==> src/design/bca_pkg.sv <==
// Shared types and constants of the contiguous page allocator.
package bca_pkg;

	// Result status codes
	localparam logic [1:0] ST_OK      = 2'd0;
	localparam logic [1:0] ST_BADCNT  = 2'd1;
	localparam logic [1:0] ST_BADZONE = 2'd2;
	localparam logic [1:0] ST_NORUN   = 2'd3;

	// Operation kinds
	localparam logic KIND_ALLOC = 1'b0;
	localparam logic KIND_FREE  = 1'b1;

	localparam int CFG_IDX_W  = 3;
	localparam int CFG_DATA_W = 13;
	localparam logic [12:0] CNT_MAX = 13'd8191;
	localparam int CQ_DEPTH = 8;
	localparam int CQ_PW    = 3;

	// Commands from the controller to the datapath
	typedef struct packed {
		logic in_ready;
		logic take;
		logic clr_start;
		logic check;
		logic s_eval;
		logic set_cur;
		logic set_prev;
		logic f_step;
		logic f_wr;
		logic c_wr;
		logic resp;
	} bca_cmd_t;

	// Status from the datapath to the controller
	typedef struct packed {
		logic accept;
		logic clr_pend;
		logic chk_done;
		logic chk_free;
		logic s_found;
		logic s_last;
		logic s_span;
		logic f_flush;
		logic f_done;
		logic f_end;
		logic c_last;
		logic out_free;
	} bca_sts_t;

endpackage

==> src/design/bca_ctrl.sv <==
// Controller state machine of the page allocator.
module bca_ctrl (
	input  logic              clk,
	input  logic              arst_n,
	input  bca_pkg::bca_sts_t sts,
	output bca_pkg::bca_cmd_t cmd
);
	import bca_pkg::*;

	localparam logic [3:0] S_IDLE  = 4'd0;
	localparam logic [3:0] S_CHECK = 4'd1;
	localparam logic [3:0] S_SRD   = 4'd2;
	localparam logic [3:0] S_SEVAL = 4'd3;
	localparam logic [3:0] S_SETC  = 4'd4;
	localparam logic [3:0] S_SETP  = 4'd5;
	localparam logic [3:0] S_FSTEP = 4'd6;
	localparam logic [3:0] S_FRD   = 4'd7;
	localparam logic [3:0] S_FWR   = 4'd8;
	localparam logic [3:0] S_CRD   = 4'd9;
	localparam logic [3:0] S_CWR   = 4'd10;
	localparam logic [3:0] S_RESP  = 4'd11;

	logic [3:0] state_q, state_nx;

	always_ff @(posedge clk or negedge arst_n) begin
		if (!arst_n) begin
			state_q <= S_IDLE;
		end else begin
			state_q <= state_nx;
		end
	end

	always_comb begin
		state_nx = state_q;
		unique case (state_q)
			S_IDLE: begin
				if (sts.accept) state_nx = S_CHECK;
				else if (sts.clr_pend) state_nx = S_CRD;
			end
			S_CHECK: begin
				priority if (sts.chk_done) state_nx = S_RESP;
				else if (sts.chk_free) state_nx = S_FSTEP;
				else state_nx = S_SRD;
			end
			S_SRD: state_nx = S_SEVAL;
			S_SEVAL: begin
				priority if (sts.s_found) state_nx = S_SETC;
				else if (sts.s_last) state_nx = S_RESP;
				else state_nx = S_SEVAL;
			end
			S_SETC: state_nx = sts.s_span ? S_SETP : S_RESP;
			S_SETP: state_nx = S_RESP;
			S_FSTEP: begin
				priority if (sts.f_flush) state_nx = S_FRD;
				else if (sts.f_done) state_nx = S_RESP;
				else state_nx = S_FSTEP;
			end
			S_FRD: state_nx = S_FWR;
			S_FWR: state_nx = sts.f_end ? S_RESP : S_FSTEP;
			S_CRD: state_nx = S_CWR;
			S_CWR: state_nx = sts.c_last ? S_IDLE : S_CRD;
			S_RESP: begin
				if (sts.out_free) state_nx = S_IDLE;
			end
			default: state_nx = S_IDLE;
		endcase
	end

	always_comb begin
		cmd           = '0;
		cmd.in_ready  = (state_q == S_IDLE) && !sts.clr_pend;
		cmd.take      = (state_q == S_IDLE) && sts.accept;
		cmd.clr_start = (state_q == S_IDLE) && !sts.accept && sts.clr_pend;
		cmd.check     = (state_q == S_CHECK);
		cmd.s_eval    = (state_q == S_SEVAL);
		cmd.set_cur   = (state_q == S_SETC);
		cmd.set_prev  = (state_q == S_SETP);
		cmd.f_step    = (state_q == S_FSTEP);
		cmd.f_wr      = (state_q == S_FWR);
		cmd.c_wr      = (state_q == S_CWR);
		cmd.resp      = (state_q == S_RESP);
	end

endmodule

==> config.mk <==
export PLATFORM = sky130hd
export DESIGN_NAME = bca_ctrl
export DESIGN_NICKNAME = d
export VERILOG_FILES = /design/src/design/bca_pkg.sv /design/src/design/bca_ctrl.sv
export SDC_FILE = /design/constraint.sdc
export NUM_CORES = 1
export LEC_CHECK = 0
export BUFFER_PORTS_ARGS = -buffer_cell sky130_fd_sc_hd__buf_2
export CAP_MARGIN = 20
export CORE_AREA = 2 2 39 41
export DETAILED_ROUTE_END_ITERATION = 16
export DIE_AREA = 0 0 41 43
export PLACE_DENSITY = 0.7
export SYNTH_ARGS = -nofsm -noshare
export SYNTH_HDL_FRONTEND = slang
export SYNTH_SLANG_ARGS = --single-unit
==> constraint.sdc <==
create_clock -name clk -period 2.8 [get_ports clk]
set_input_delay 0.14 -clock clk [delete_from_list [all_inputs] [get_ports clk]]
set_output_delay 0.14 -clock clk [all_outputs]
set_load 0.01 [all_outputs]
Word level (Yosys, flattened, before mapping)
Index checks and enable logic that the tools add are counted.
{"block": "totals", "ff_bits": 4, "inputBits": 14, "output_inout_bits": 11}
{"block": "op_classes", "eq_ne": 13, "n_mux": 13, "reduce_logical": 8}
{"op": "$pmux 4 s12", "count": 1}
{"op": "$mux 4", "count": 11}
{"op": "$eq 4x3->1 const B", "count": 4}
{"op": "$eq 4x4->1 const B", "count": 4}
{"op": "$eq 4x2->1 const B", "count": 2}
{"op": "$eq 4x1->1 const B", "count": 1}
{"op": "$logic_and 1x1->1", "count": 4}
{"op": "$logic_not 4->1", "count": 1}
{"op": "$mux 3", "count": 1}
{"op": "$ne 3x3->1 const B", "count": 1}
{"op": "$logic_not 1->1", "count": 2}
{"op": "$ne 2x2->1 const B", "count": 1}
{"op": "$reduce_and 2->1", "count": 1}

Logic depth before layout (Yosys ltp)
Gate-level depths: netlist of run 1.
{"block": "depth", "ltp_word": 3, "mapped_depth": 6, "ltp_nobuf": 4}

Worst setup path after synthesis of run 1
OpenSTA, ideal clock, no wires.
{"block": "synth_timing", "path_kind": "reg2reg", "start": "reg state_q[3]", "end": "reg state_q[3]", "arrival_time_ns": 1.160, "setup_slack_ns": 1.499, "stages_incl_launch_ff": 7, "synth_period_minus_slack_ns": 1.301, "cell_sequence": "dfrtp_1 -> buf_6 -> nand2b_1 -> buf_6 -> o21ai_2 -> a2111oi_2 -> a22oi_2"}
{"block": "synth_via", "elab_chain_cells": 3, "elab_cells_between_ends": 16, "cone_classes": "eq/ne: 13; mux: 1; reduce/logical: 2"}
{"item": "start: declaration", "line_no": "bca_ctrl.sv:23", "text": "logic [3:0] state_q, state_nx;"}
{"item": "start signal: assignment", "line_no": "bca_ctrl.sv:29", "text": "state_q <= state_nx;"}
{"item": "$eq 4x4->1 or $logic_not 4->1 (tied branches)", "line_no": "bca_ctrl.sv:35", "text": "unique case (state_q)"}
{"item": "$ne 2x2->1 (no source line) or $ne 3x3->1 (tied branches)"}
{"item": "$reduce_and 2->1 (no source line)"}
Parallel ways exist; a longest one is shown, timed or not.
A chain may end at the register's enable or synchronous reset.

==> impl_results.md, run 1 <==
- Outcome: complete, no violations
- CP Capture Type: output pin
- First-pass GRT wire length: 2.20 mm
- Critical path, cell by cell: nand2b_1 -> nor3_1 -> buf_2
- Top Registers: state_q: 4 flops
- Synthesized area: ~530 um^2
- Wire per inst: 12.1 um
- Crit share post-route: 60.6%
- Synth top area cells: dfrtp_1 19%, nor3_1 6.6%, nand2b_1 5.9%
- Worst path top cell family by delay: simple AND/OR/NAND/NOR gates
- Grt total ovfl: 0
- Max H-tree Level: 1
- Layout Nets: 105
- Tot GR Track Use: 17.8%
- Fin. Hold Viols: 0
- Port Buffers: 24
- Worst slew pin tran: ~510 ps
- Syn-to-layout area delta: 24.1%
- DR vias/cell: around 5.5
- Syn avg cell area: between 8 and 9 um^2
- Core Region: 1380 um^2
- 1st-pass router iterations: 4
- Initial antenna violation count: 0
- # diodes: 0
- Slew HR: between 60% and 70%
- Die Area: 1760 um^2
- Yosys reg bits: 4
- DP HPWL: 993 um
- Largest net degree at the start of global routing: 16
- GP Congestion: around 0.9
- Post-synth top area share: a little under a fifth
- Final Skew: about 4.5 ps
- Setup TNS: 0 ps
- I/O pins: 25
- Via count: between 500 and 600
- Final instance area: 658 um^2
- Final Max Tran Viols: 0
- Clk sinks: 4
- Die H: about 43 um
- Routed WL: between 1 and 1.5 mm
- Crit Path Class: reg2out
- Vias in the first global route: between 500 and 600
- Worst VDD drop: approximately 0.31 mV
- Arrival time worst endpoint: between 1500 and 2000 ps
- Clock Path Buffers: 2
- Sequential fraction of the synthesis area: between 10% and 20%
- Netlist cell types: 33
- Top reg by flops: state_q
- Cts repair resizes: 0
- Fmax: about 600 MHz
- Placed cell areas: roughly 630 um^2
- Critical path launch point type: flip-flop
- DR DRC count: 0
- Crit-path max FO: 12
- Initial Util: 38.3%
- CP Buf/Inv Count: 1
- Min Tclk post-route: between 1500 and 2000 ps
- Final Setup Violations: 0
- Yosys warnings: 0
- RSZ-0062 raised after global routing: false
- Clk slew on worst S/H paths: 40 ps
- CTS tree: done
- CTS Root Cell: clkbuf_4
- Max reg flops: 4
- Share of cells above drive strength 1: 44.9%
- PD cells: 941 nW/um^2
- Net count after synthesis: 80
- CP max-delay cell: dfrtp_1
- Worst-Skew Late Latency: between 200 and 250 ps
- Leakage: slightly below 0.3 nW
- Hold crit path type: in2reg
- Area leader, netlist: dfrtp_1
- Total of max-cap violations: 0
- CP required: roughly 2700 ps
- Row count: 14
- Delay of the slowest critical-path stage: approximately 510 ps
- Final antenna-violating net count: 0
- Die Wd: about 41 um
- Post-synthesis cell count: 66
- Layout fillers: ~140
- Num CTS Buffers: 3
- 1st-iter DRT viols: 6
==> logic make-up (layout without fill, tap and decap cells) <==
| family | after synthesis | count (layout) | synth area share (%) |
|---|---|---|---|
| AOI/OAI and AO/OA | 18 | 18 | 29.0 |
| buffers and inverters | 7 | 30 | 9.90 |
| DFF | 4 | 4 | 18.9 |
| and+or+nand+nor | 37 | 37 | 42.2 |
==> placed cells by master, fill, tap and decap left out, types with 2 or more instances in the layout <==
| master | Yosys | final |
|---|---|---|
| nor3_1 | 7 | 7 |
| or3_1 | 2 | 2 |
| nor2_1 | 7 | 7 |
| nand3b_1 | 2 | 2 |
| buf_2 | 0 | 24 |
| o21a_1 | 2 | 2 |
| a21oi_1 | 3 | 3 |
| nor3b_1 | 3 | 3 |
| dfrtp_1 | 4 | 4 |
| nand2_1 | 4 | 4 |
| o21ai_0 | 2 | 2 |
| nand2b_1 | 5 | 5 |
| clkbuf_4 | 0 | 3 |
==> per-layer routing <==
metal | GRT usage, % | part of all wire, % | vias up
li1 | - | - | 291
met1 | 24.4 | 46 | 261
met2 | 26.3 | 49 | 21
met3 | 5.24 | 4.9 | 0
met4 | 5.33 | 0 | 0
met5 | 0 | 0 | -
==> per-stage QoR <==
step | hold slack [ps] | setup WS (ps) | instances | util, % | power [mW]
2_1_floorplan | -156 | 1500 | 66 | - | 0.495
3_3_place_gp | -52.6 | 1230 | 101 | 45.2 | 0.546
3_5_place_dp | -51.9 | 1180 | 101 | 45.2 | 0.547
4_1_cts | 200 | 1110 | 105 | 47.6 | 0.620
5_1_grt | 213 | 932 | 105 | 47.6 | 0.683
6_report | 194 | 1100 | 105 | 47.6 | 0.619
==> worst reg2reg max path, stage by stage (launching register included) <==
cell and delay [ps]:
dfrtp_1 570, nand2b_1 360, o21ai_2 90, a2111oi_2 400
a22oi_2 80
==> final timing paths <==
| kind | from | endpoint | slack (ps) | cells after the start |
|---|---|---|---|---|
| min in group asynchronous | arst_n | state_q[3] | 240 | 2 |
| min | sts[5] | state_q[2] | 190 | 3 |
| max | state_q[2] | cmd[2] | 1100 | 3 |
| min reg2reg | state_q[0] | state_q[2] | 790 | 2 |
| max reg2reg | state_q[2] | state_q[3] | 1160 | 4 |
| max in group asynchronous | arst_n | state_q[0] | 2440 | 2 |
==> cell type report <==
class	instances	area, um^2	area share, %
Inverter	2	7.51	1.14
Sequential cell	4	100	15.2
Tap cell	16	20.0	3.04
Multi-Input combinational cell	55	378	57.4
Timing Repair Buffer	25	130	19.8
Clock buffer	3	22.5	3.42
==> report_power, final <==
group	switching (mW)	internal (mW)
clock	0.0223	0.0479
combinational	0.189	0.179
sequential	0.0963	0.0844
total	0.308	0.311
==> Yosys cell counts <==
cell type,number
or3_1,2
a211oi_2,1
a2111oi_2,1
nand3b_1,2
a211oi_1,1
nor3_1,7
nand2b_2,1
o22ai_1,1
buf_4,3
a21boi_2,1
nand2b_1,5
and4bb_2,1
nand2b_4,1
a22oi_1,1
nand2_1,4
and3_1,1
nor3_2,1
o311ai_1,1
o21ai_0,2
o211ai_1,1
nor2_1,7
inv_2,1
o21ai_2,1
a22oi_2,1
inv_1,1
or2b_2,1
buf_6,2
o32ai_2,1
a21oi_1,3
o21a_1,2
dfrtp_1,4
nor3b_1,3
nor2_2,1
==> timing repair <==
action | in CTS | in global routing
hold buffers | 1 | 0
buffers inserted | 0 | 0
endpoints found under the hold margin | 4 | 0
No activity file was read; power rests on OpenSTA's default activity.
==> run 2, diff against run 1 <==
- CORE_AREA: 2 2 39 41 -> unset
- CORE_MARGIN: unset -> 2
- CORE_UTILIZATION: unset -> 40
- DIE_AREA: 0 0 41 43 -> unset
- PLACE_DENSITY: 0.7 -> 0.73
- clock period: 2.8 -> 1.4 ns (I/O delays scaled with it)
==> run 2 against run 1 <==
  * Setup slack lost 1100 ps
  * Via count up 17%
  * Clock skew is 3.2 ps higher
  * First-iteration DRC count grew to 2.5 times the previous value
  * Register-to-register slack worse by 1200 ps
  * Critical path depth up 1
  * The flow now finishes with violations (setup timing)
  * Largest cell class unchanged
  * Clock power grew 110%
  * Combinational power grew to 4.3 times the previous value
  * Die area is 7.3% lower
  * Total power rose to 3.3 times the previous value
  * Sequential power rose by 65%
  * Wire length grew 38%
==> impl_results.md, run 2 (synthesized netlist as in run 1, its figures left out) <==
- Clk sinks: 4 (unchanged)
- GP Congestion: 0.897 (-2.5%)
- Tot GR Track Use: 22.3% (+4.5 points)
- Most frequent cells in the layout: 24 x buf_2, 11 x buf_4, 7 x buf_6
- Failing checks: setup timing
- Port Buffers: 24 (unchanged)
- Combinational share of power: 78.1% (+19 points)
- Max reg flops: 4 (unchanged)
- Vias in the first global route: 579 (+5.5%)
- Most common cell after layout, fill and taps aside: buf_2
- Via count: 671 (+17%)
- Met3 usage: 5.00% (-0.24 points)
- Clock power share: 7.2% (-4.1 points)
- Grt total ovfl: 0 (unchanged)
- Clock Path Buffers: 2 (unchanged)
- Reg power frac: 14.6% (-15 points)
- Met1 Resource Use GR: 27.6% (+3.1 points)
- CP startpoint: state_q[0]
- Routing usage on met2: 41.3% (+15 points)
- Total of max-cap violations: 0 (unchanged)
- Core Region: 1270 um^2 (-8.3%)
- Critical path, cell by cell: or3_4 -> a211oi_4 -> a2111oi_4 -> a22oi_2
- Min Tclk post-route: 1440 ps
- Final antenna-violating net count: 0 (unchanged)
- Arrival time worst endpoint: 1600 ps (+40 ps)
- PD cells: 2140 nW/um^2 (+130%)
- Crit share post-route: 103%
- Wire per inst: 14.3 um (+18%)
- Crit Path Class: reg2reg
- Layout fillers: 97 (-30%)
- CTS tree: done
- Leakage: 0.423 nW (+45%)
- Num CTS Buffers: 3 (unchanged)
- Die Wd: 40.4 um (-1.4%)
- Initial Util: 41.8% (+3.5 points)
- Initial antenna violation count: 0 (unchanged)
- R2r endpoint: state_q[3]
- # diodes: 0 (unchanged)
- Top Registers: state_q: 4 flops
- Syn-to-layout area delta: 79.7%
- RSZ-0062 raised after global routing: true
- Share of cells above drive strength 1: 73.1% (+28 points)
- Slew HR: 80.5% (+15 points)
- Outcome: complete, but fails checks
- Row count: 13 (-1)
- Layout Nets: 124 (+18%)
- Delay of the slowest critical-path stage: 470 ps (-40 ps)
- Worst-Skew Late Latency: 240 ps (about the same)
- Critical Path End: state_q[3]
- Register-to-register path setup slack: -40 ps (-1200 ps)
- Critical path launch point type: flip-flop
- R2R cell count: 4 (unchanged)
- CTS Root Cell: clkbuf_4
- Routed WL: 1.75 mm (+38%)
- Top reg by flops: state_q
- WHS: 134 ps (-60.7 ps)
- Worst VDD drop: 1.22 mV (+300%)
- Placed cell areas: 712 um^2 (+14%)
- Die H: 40.4 um (-6.0%)
- First-pass GRT wire length: 2.50 mm (+13%)
- Final worst slack: -42.8 ps (-1150 ps)
- Fin. Hold Viols: 0 (unchanged)
- Largest net degree at the start of global routing: 10 (-6)
- Sw Share: 44.7% (-5.0 points)
- Clk slew on worst S/H paths: 40 ps (about the same)
- Fmax: ~690 MHz
- Final Skew: 7.74 ps (+3.25 ps)
- Power Total: 2.04 mW (+230%)
- Setup TNS: -56.3 ps (-56.3 ps)
- CP required: 1560 ps (-1100 ps)
- Hold crit path type: in2reg
- 1st-pass router iterations: 4 (unchanged)
- Setup WS pre-CTS: -7.57 ps (-1190 ps)
- Final instance area: 953 um^2 (+45%)
- DR DRC count: 0 (unchanged)
- DR vias/cell: 5.46 (about the same)
- Final Max Tran Viols: 0 (unchanged)
- Die Area: 1630 um^2 (-7.3%)
- Busiest layer in global routing: met2
- Crit-path max FO: 7 (-5)
- Switch Pwr: 0.912 mW (+200%)
- P_int: 1.13 mW (+260%)
- CP Capture Type: flip-flop
- R2R Path Start: state_q[0]
- CP max-delay cell: dfrtp_2
- I/O pins: 25 (unchanged)
- Worst slew pin tran: 292 ps (-218 ps)
- Max H-tree Level: 1 (unchanged)
- 1st-iter DRT viols: 15 (+9)
- Final Setup Violations: 2 (+2)
- DP HPWL: 1.11 mm (+12%)
[run 2: cell count changes in the layout (fill, tap and decap cells not counted), sizes merged]
cell | before | now
buf | 24 | 43
[run 2: worst min path at each step]
stage	depth (start not counted)	slack, ps	start	end
2_1_floorplan	0	-230	arst_n	state_q[0]
3_3_place_gp	1	-120	arst_n	state_q[0]
3_5_place_dp	1	-120	arst_n	state_q[2]
4_1_cts	3	150	sts[5]	state_q[2]
5_1_grt	3	130	sts[5]	state_q[2]
6_report	3	130	sts[5]	state_q[2]
[run 2: cell type report]
type,count,area [um^2],area share [%]
clock buffers,3,22.5,2.36
inverters,2,7.51,0.787
multi-input cells,55,489,51.3
flip-flops and latches,4,104,10.9
well taps,15,18.8,1.97
repair buffers,44,312,32.7
[run 2: routing by layer]
metal / part of all wire (%) / vias to the layer above
met3: 4.6 / 0
met5: 0 / -
met4: 0 / 0
li1: - / 324
met1: 43 / 326
met2: 53 / 21
[run 2: power groups by stage]
stage	registers [mW]	clock network [mW]	logic [mW]
after floorplan	0.214	0	0.775
after global placement	0.287	0	1.02
after detailed placement	0.292	0	1.03
after CTS	0.260	0.144	1.20
after global routing	0.301	0.166	1.71
final	0.299	0.147	1.59
[run 2: what timing repair did]
| item | in CTS | in global routing |
|---|---|---|
| hold endpoints to repair | 4 | 0 |
| pin swaps | 1 | 12 |
| cloned | 0 | 0 |
| buffers inserted | 4 | 8 |
| gates resized for setup | 7 | 27 |
| setup endpoints to repair | 8 | 13 |
| hold buffers | 1 | 0 |
[run 2: per-stage QoR]
step,utilization (%),cells
6_report,75.1,123
5_1_grt,75.1,123
4_1_cts,63.1,118
3_5_place_dp,56.1,110
3_3_place_gp,56.1,110
2_1_floorplan,-,66
[run 2: worst max-delay path: cells and delay by family, from the launching register on]
family	cells	cell delay (ps)
AND/OR/NAND/NOR	1	420
AO/OA/AOI/OAI	3	470
flip-flops	1	470
